`config.mk`:
```
export PLATFORM = sky130hd
export DESIGN_NAME = slice_name_parser
export DESIGN_NICKNAME = d
export VERILOG_FILES = /design/src/hw/rtl/snp_pkg.sv /design/src/hw/rtl/slice_name_parser.sv /design/src/hw/rtl/snp_step.sv
export SDC_FILE = /design/constraint.sdc
export NUM_CORES = 1
export LEC_CHECK = 0
export BUFFER_PORTS_ARGS = -buffer_cell sky130_fd_sc_hd__buf_2
export CAP_MARGIN = 40
export CELL_PAD_IN_SITES_DETAIL_PLACEMENT = 1
export CELL_PAD_IN_SITES_GLOBAL_PLACEMENT = 1
export CORE_UTILIZATION = 40
export DETAILED_ROUTE_END_ITERATION = 10
export GPL_TIMING_DRIVEN = 1
export PLACE_DENSITY = 0.71
export SYNTH_ARGS = -nofsm -noshare
export SYNTH_HDL_FRONTEND = slang
export SYNTH_SLANG_ARGS = --single-unit
```
`constraint.sdc`:
```
create_clock -name clk -period 9 [get_ports clk]
set_clock_uncertainty 0.2 [all_clocks]
set_input_delay 0.45 -clock clk [delete_from_list [all_inputs] [get_ports clk]]
set_output_delay 0.45 -clock clk [all_outputs]
set_load 0.01 [all_outputs]
```
`src/hw/rtl/snp_pkg.sv`:
```
// Shared types and constants for the slice name parser.
package snp_pkg;

  localparam int SeriesW = 31;
  localparam int CountW  = 3;

  localparam logic [SeriesW-1:0] SERIES_LIMIT = 31'h7FFF_FFFF;

  localparam logic [7:0] CHAR_UPPER_A = 8'h41;
  localparam logic [7:0] CHAR_UPPER_Z = 8'h5A;
  localparam logic [7:0] CHAR_LOWER_A = 8'h61;
  localparam logic [7:0] CHAR_LOWER_Z = 8'h7A;
  localparam logic [7:0] CHAR_ZERO    = 8'h30;
  localparam logic [7:0] CHAR_NINE    = 8'h39;
  localparam logic [7:0] CHAR_DASH    = 8'h2D;

  localparam int PART_THREE_DIGITS = 100;

  localparam logic [CountW-1:0] COUNT_SAT   = 3'd4;
  localparam logic [CountW-1:0] COUNT_TWO   = 3'd2;
  localparam logic [CountW-1:0] COUNT_THREE = 3'd3;

  typedef enum logic [1:0] {
    PH_LETTERS = 2'd0,
    PH_DIGITS  = 2'd1,
    PH_REJECT  = 2'd2
  } snp_phase_t;

  typedef struct packed {
    snp_phase_t         phase;
    logic [SeriesW-1:0] series_value;
    logic [CountW-1:0]  digit_count;
  } snp_state_t;

endpackage

```
`src/hw/rtl/slice_name_parser.sv`:
```
// Top level of the slice name parser: input register, step logic, result register.
// A result is registered when the last character of its name leaves the input register.
// Throughput: one character per cycle when not stalled; the input register and result
// register let a new character enter while a finished result waits to be taken.
// Reset (rst, synchronous, active high) empties both registers and returns the parser
// to the letters phase with all decoded values at zero.
module slice_name_parser import snp_pkg::*; #(
  parameter int MAX_PART_NUMBER = 256
) (
  input  logic               clk,
  input  logic               rst,
  input  logic               in_valid,
  output logic               in_stall,
  input  logic [7:0]         character,
  input  logic               last_char,
  output logic               out_valid,
  input  logic               out_stall,
  output logic               valid_res,
  output logic [SeriesW-1:0] series_index
);

  localparam int PartW = $clog2(MAX_PART_NUMBER + 1);

  logic               held_valid;
  logic [7:0]         held_char;
  logic               held_last;
  snp_state_t         st;
  snp_state_t         st_next;
  logic [PartW-1:0]   part_value;
  logic [PartW-1:0]   part_value_next;
  logic               step_ok;
  logic [SeriesW-1:0] step_index;
  logic               out_free;
  logic               advance;

  snp_step #(
    .MAX_PART_NUMBER(MAX_PART_NUMBER)
  ) u_step (
    .character      (held_char),
    .cur            (st),
    .part_value     (part_value),
    .nxt            (st_next),
    .part_value_next(part_value_next),
    .ok             (step_ok),
    .series_index   (step_index)
  );

  assign out_free = !out_valid || !out_stall;
  // Only a final character needs room in the result register.
  assign advance  = held_valid && (!held_last || out_free);
  assign in_stall = held_valid && !advance;

  always_ff @(posedge clk) begin
    if (rst) begin
      held_valid <= 1'b0;
    end else if (!in_stall) begin
      held_valid <= in_valid;
    end
  end

  always_ff @(posedge clk) begin
    if (!in_stall && in_valid) begin
      held_char <= character;
      held_last <= last_char;
    end
  end

  always_ff @(posedge clk) begin
    if (rst) begin
      st         <= '{phase: PH_LETTERS, series_value: '0, digit_count: '0};
      part_value <= '0;
    end else if (advance) begin
      if (held_last) begin
        st         <= '{phase: PH_LETTERS, series_value: '0, digit_count: '0};
        part_value <= '0;
      end else begin
        st         <= st_next;
        part_value <= part_value_next;
      end
    end
  end

  always_ff @(posedge clk) begin
    if (rst) begin
      out_valid <= 1'b0;
    end else if (advance && held_last) begin
      out_valid <= 1'b1;
    end else if (!out_stall) begin
      out_valid <= 1'b0;
    end
  end

  always_ff @(posedge clk) begin
    if (advance && held_last) begin
      valid_res    <= step_ok;
      series_index <= step_index;
    end
  end

endmodule

```
`src/hw/rtl/snp_step.sv`:
```
// Next-state and result logic for one character of a slice name.
module snp_step import snp_pkg::*; #(
  parameter int MAX_PART_NUMBER = 256,
  localparam int PartW = $clog2(MAX_PART_NUMBER + 1)
) (
  input  logic [7:0]         character,
  input  snp_state_t         cur,
  input  logic [PartW-1:0]   part_value,
  output snp_state_t         nxt,
  output logic [PartW-1:0]   part_value_next,
  output logic               ok,
  output logic [SeriesW-1:0] series_index
);

  localparam int PartDiv = MAX_PART_NUMBER / 10;
  localparam int ProdW   = PartW + 4;

  logic                 is_upper;
  logic                 is_lower;
  logic                 is_digit;
  logic                 is_dash;
  logic [7:0]           letter_off;
  logic [4:0]           letter_val;
  logic [SeriesW+4:0]   series_wide;
  logic [SeriesW+4:0]   scaled;
  logic                 series_over;
  logic [7:0]           digit_off;
  logic [3:0]           digit_val;
  logic [ProdW-1:0]     part_wide;
  logic [ProdW-1:0]     part_prod;
  logic [CountW-1:0]    need;

  assign is_upper = (character >= CHAR_UPPER_A) && (character <= CHAR_UPPER_Z);
  assign is_lower = (character >= CHAR_LOWER_A) && (character <= CHAR_LOWER_Z);
  assign is_digit = (character >= CHAR_ZERO) && (character <= CHAR_NINE);
  assign is_dash  = (character == CHAR_DASH);

  assign letter_off = is_upper ? (character - CHAR_UPPER_A) : (character - CHAR_LOWER_A);
  assign letter_val = letter_off[4:0] + 5'd1;

  // series * 26 + letter, formed by shifts; it overflows when it passes 2^31-1.
  assign series_wide = {5'd0, cur.series_value};
  assign scaled      = (series_wide << 4) + (series_wide << 3) + (series_wide << 1)
                     + {{(SeriesW){1'b0}}, letter_val};
  assign series_over = scaled > {5'd0, SERIES_LIMIT};

  assign digit_off = character - CHAR_ZERO;
  assign digit_val = digit_off[3:0];
  assign part_wide = {4'd0, part_value};
  assign part_prod = (part_wide << 3) + (part_wide << 1) + {{(PartW){1'b0}}, digit_val};

  always_comb begin
    nxt             = cur;
    part_value_next = part_value;
    unique case (cur.phase)
      PH_LETTERS: begin
        if (is_upper || is_lower) begin
          if (series_over) begin
            nxt.phase = PH_REJECT;
          end else begin
            nxt.series_value = scaled[SeriesW-1:0];
          end
        end else if (is_dash && (cur.series_value != '0)) begin
          nxt.phase = PH_DIGITS;
        end else begin
          nxt.phase = PH_REJECT;
        end
      end
      PH_DIGITS: begin
        if (!is_digit) begin
          nxt.phase = PH_REJECT;
        end else if (part_value > PartW'(PartDiv)) begin
          nxt.phase = PH_REJECT;
        end else begin
          // The part value is stored even when it runs past the limit.
          part_value_next = part_prod[PartW-1:0];
          if (part_prod > ProdW'(MAX_PART_NUMBER)) begin
            nxt.phase = PH_REJECT;
          end else if (cur.digit_count < COUNT_SAT) begin
            nxt.digit_count = cur.digit_count + 3'd1;
          end
        end
      end
      default: begin
        nxt.phase = cur.phase;
      end
    endcase
  end

  assign need = (part_value_next < PartW'(PART_THREE_DIGITS)) ? COUNT_TWO : COUNT_THREE;

  assign ok = (nxt.phase == PH_DIGITS) && (part_value_next != '0)
           && (nxt.digit_count == need) && (nxt.series_value != '0);

  assign series_index = ok ? (nxt.series_value - 31'd1) : '0;

endmodule

```
# == Yosys cells after proc, flatten, opt, wreduce, memory -nomap -nowiden ==
# Index checks and enable logic that the tools add are counted.
# word_totals
output_inout_bits,34
reg_bits,88
elab_cells,84
# classes
n_lt_le_gt_ge,11
muxes,24
n_addsub,11
n_eq_ne,5
reduce_logical,23
# ops
cell,n
two-way mux 31 bit,3
nonzero test 31 bit,2
adder 35 x 34 -> 36 bit,1
adder 36 x 32 -> 36 bit,1
adder 36 x 5 -> 36 bit,1
"> comparator 36 x 31 -> 1 bit, second input constant",1
two-way mux 36 bit,1
two-way mux 9 bit,4
"subtractor 31 x 1 -> 31 bit, second input constant",1
"greater-or-equal comparator 8 x 7 -> 1 bit, second input constant",2
"less-or-equal comparator 8 x 7 -> 1 bit, second input constant",2
two-way mux 3 bit,5
adder 12 x 10 -> 13 bit,1
adder 13 x 4 -> 13 bit,1
"> comparator 13 x 9 -> 1 bit, second input constant",1
two-way mux 2 bit,6
logical AND 1 bit,11
"subtractor 5 x 1 -> 5 bit, second input constant",2
"> comparator 9 x 5 -> 1 bit, second input constant",1
"less-than comparator 9 x 7 -> 1 bit, second input constant",1
nonzero test 9 bit,1
"== test 8 x 6 -> 1 bit, second input constant",1
"greater-or-equal comparator 8 x 6 -> 1 bit, second input constant",1
"less-or-equal comparator 8 x 6 -> 1 bit, second input constant",1
other kinds (13),22

# == Longest topological paths before layout ==
# logic_depth
word_depth,13
mapped_depth,39

# == Modules after synthesis ==
# A second synthesis with hierarchy kept.
# hier_totals
hier_cells,1017
hier_area_um2,9024.9
# by_module_without_submodules
mod,seq_area_each_um2,instances,area_each_um2,cells_each
snp_step,0.0,1,6237.2,866
slice_name_parser,2172.1,1,2787.7,151

# == Worst setup path before layout ==
# No wires, ideal clock.
# synth_timing
path_kind,register to register
startpoint,register held_char[0]
endpoint,register series_index[15] (data pin)
n_path_buf,4
synth_period_minus_slack_ns,7.928
setup_ns,0.257
path_stages_with_launch,39
setup_slack_ns,1.072
t_arrival_ns,7.471
required_time_ns,8.543
cell_sequence,edfxtp_1 clkbuf_1 inv_1 ha_1 nand2_1 o21ai_0 o22a_1 nor2_1 xnor2_1 fa_1 inv_1 ha_1 ha_1 inv_1 fa_1 nand2b_1 a21o_1 a211oi_1 [3 not listed] a2111oi_0 and3_1 buf_4 buf_6 mux2i_1 inv_1 ha_1 nand3_1 nor4_2 nand2_1 or3_1 nand2b_1 nand3b_1 a31oi_1 a41oi_2 o21bai_4 buf_2 nor2_1
# synth_between
elab_chain_cells,13
elab_cells_between_ends,48
cone_classes,add/sub (7); order compare (9); eq/ne (3); mux (19); reduce/logical (10)
# synth_rtl
element,line_no,text
from (decl),slice_name_parser.sv:25,logic [7:0] held_char;
from (signal assigned),slice_name_parser.sv:63,held_char <= character;
branches (longest 13 deep; another with adder 36 x 5 -> 36 bit),-,
to (signal assigned),slice_name_parser.sv:96,series_index <= step_index;
to (decl),slice_name_parser.sv:19,output logic [SeriesW-1:0] series_index
# Several ways; the timed one is not identified.
# A chain may end at the register's enable or synchronous reset.

# == Final worst setup path ==
# layout_timing
startpoint,register held_char[1]
endpoint,register series_index[5] (data pin)
# Same word-level chain as after synthesis.

==> results.cfg <==
[detailed_routing]
post_drt_via_cell_ratio = 5.86
drt-total-wl_um = 26300
highest_layer = met4
drc = 0
drt_iter0_drc = 478
first_pass_iters = 5
ant_nets = 0
wl_met3_um = 951
routedWlPerCell_um = 20.5
num_vias = 7512
drt-met1-wl_um = 12100
met2WireLength_um = 12800

[pwr]
leakagePower_nw = 4.19
clkPwrFrac = 0.389
p_per_area_nw_per_um2 = 94.1
swShare = 0.271
finalPower_mw = 0.888
sequentialPowerShare = 0.481
p_int_mw = 0.648
ir_drop_mv = 0.0705
p_sw_mw = 0.240
pwr-share-comb = 0.130

[global_route]
grtUsageTotal = 0.247
antenna_found_initial = 0
grt_pass1_vias = 7635
grt_pass1_wl_um = 42100
overflow = 0
grt_max_degree = 57

[setup_path]
crit_path_frequent_cell = ha_1
startpoint = held_char[1]$_DFFE_PP_
worstSetupPathType = reg -> reg
start_kind = flip-flop
r2r_end = series_index[5]$_SDFFCE_PN0P_
ff2ff_path_depth = 35
crit-reg2reg-launch = held_char[1]$_DFFE_PP_
cpMaxStageDelayCell = fa_1
crit_path_max_incr_delay_ns = 0.50
critPathRequiredTime_ns = 8.85
worst-path-buf-inv = 5
end_kind = flip-flop
regToRegSetupSlack_ns = 0.55
crit_family = compound AO/OA/AOI/OAI gates
worstPathArrival_ns = 8.31
crit_fanout = 25

[die]
pin_count = 47
die_w_um = 149
die_area_um2 = 22100
initial_utilization = 0.409
placement_rows = 53
core-area_um2 = 21100
die_h_um = 149

[yosys]
synth-seq-cells = 88
avgSynthCellArea_um2 = 8.87
synth_simple_gate_area_frac = 0.192
synth_cell_types = 74
synth_compound_area_frac = 0.200
yosysWarnings = 0
synth_xor_area_frac = 0.0721
synth_top_area_cell = ha_1
synth-adder-area-share = 0.229
yosysMostFrequentCell = nor2_1
yosys-top-cells-area = ha_1, edfxtp_1, dfxtp_1
ys_seq_area_frac = 0.252
synth_area_um2 = 8620
synth_mux_area_frac = 0.00711
synthFlopType = dfxtp_1
netlist_instances = 972
ys_top_cells_by_count = nor2_1, ha_1, a21oi_1, inv_1, nand2_1
synth_edf_count = 41
synth_top_family_by_area = adder cells
synth-async-reset-ratio = 0
synth_top_area_frac = 0.152
synth_fp_nets = 1123

[timing]
relSlewSlack = 0.429
setup-violations-final = 0
hold_violations = 0
worstMarginPinSlew_ns = 0.857
finalCriticalPeriod_ns = 8.45
slew_violations = 0
max_freq_mhz = 118
setup_slack_ns = 0.547
holdWs_ns = 0.0716
post-route-period-util = 0.939

[placed_design]
dp_slack_ns = 0.282
port_buffers = 46
gp_congestion = 0.852
hpwl_um = 21000
placed_cells = 1266

[layout]
final-instance-count-excl-fill = 1283
nets = 1155
antenna_cells = 0
synthToLayoutAreaGrowth_pct = 9.43
drive_above_1_share = 0.119

[clock_tree]
clk_pin_slew_ns = 0.07
max-clock-path-buffers = 2
ctsHoldBuffers = 0
clk_latency_ns = 0.35
cts_max_level = 3
clock_sinks = 88
cts_root_buffer = clkbuf_16
cts_buffers = 9
cts_tree = done

[hold_path]
hold_class = in -> reg
min_from = character[3]
min_path_cells = 1
hold_end = held_char[3]$_DFFE_PP_

[job]
cap_violations = 0

[outcome]
outcome = finished, final reports clean
## worst reg2reg max path, delay by kind of cell, from the launching register on
family	cells	cell delay (ns)
xor+xnor	1	0.11
flops	1	0.48
fa+ha+maj	6	1.90
buf+inv	5	0.71
compound gates	12	2.40
mux	1	0.25
simple gates	10	2.09
## how the worst max path moves through the flow
stage	to	slack (ns)	depth (start not counted)
final	series_index[5]$_SDFFCE_PN0P_	0.55	35
after global routing	series_index[5]$_SDFFCE_PN0P_	-0.008	35
after CTS	series_index[5]$_SDFFCE_PN0P_	0.20	34
after detailed placement	series_index[5]$_SDFFCE_PN0P_	0.28	35
after global placement	series_index[8]$_SDFFCE_PN0P_	0.65	35
after floorplan	series_index[15]$_SDFFCE_PN0P_	1.07	38
## cell usage in the layout (no fill, tap or decap), types with 8 or more instances in the layout
master and count:
buf_2 47, a22oi_1 38, a21oi_1 60, nor3_1 21
clkbuf_16 9, ha_1 105, and2_1 8, a31oi_1 9
a211oi_2 20, nor2_1 133, inv_1 60, or3_1 8
nand3_1 13, o21ai_0 37, buf_4 12, nand2_1 60
fa_1 33, edfxtp_1 41, a21o_1 14, and3_1 11
o211ai_1 9, nor4_1 10, dfxtp_1 47, nand4_1 19
xor2_1 14, xnor2_1 57
## what timing repair did
item | CTS | global route
gates resized for setup | 0 | 7
setup buffers | 0 | 2
hold endpoints to repair | 0 | 0
endpoints found under the setup margin | 0 | 32
## per-stage QoR
step                instance area (um2)  TNS [ns]  utilization
global route                       9440   -0.0136        0.447
detailed placement                 9130         0        0.433
global placement                   9100         0        0.432
CTS                                9380         0        0.445
finish                             9440         0        0.447
floorplan                          8620         0            -
## sequential cells by signal, summed over array words and instances, names as in the netlist
register      flops
st               36
part_value        9
valid_res         1
series_index     31
held_char         8
held_valid        1
held_last         1
out_valid         1
## logic make-up after synthesis
group / after synthesis
compound gates: 240
xor+xnor: 71
fa+ha+maj: 138
buf+inv: 100
flops: 88
mux: 6
simple gates: 329
## power by group through the flow
stage / clock, mW / combinational [mW] / sequential (mW)
global route: 0.367 / 0.127 / 0.427
CTS: 0.353 / 0.114 / 0.427
floorplan: 0 / 0.0806 / 0.434
global placement: 0 / 0.110 / 0.436
finish: 0.345 / 0.116 / 0.427
detailed placement: 0 / 0.113 / 0.436
## layer usage
layer / up-vias / track usage
met4: 0 / 0.0566
met3: 25 / 0.0358
li1: 3592 / -
met2: 127 / 0.418
met1: 3768 / 0.331
met5: - / 0
## final cells by class
class                           instances  area (um2)
Fill cell                            2521       11700
Multi-Input combinational cell        784        6070
Sequential cell                        88        2170
Timing Repair Buffer                   61         365
Tap cell                              275         344
Clock buffer                           10         229
Inverter                               60         225
Clock inverter                          5        26.3
Note: power is estimated with default switching activity, not from simulation.
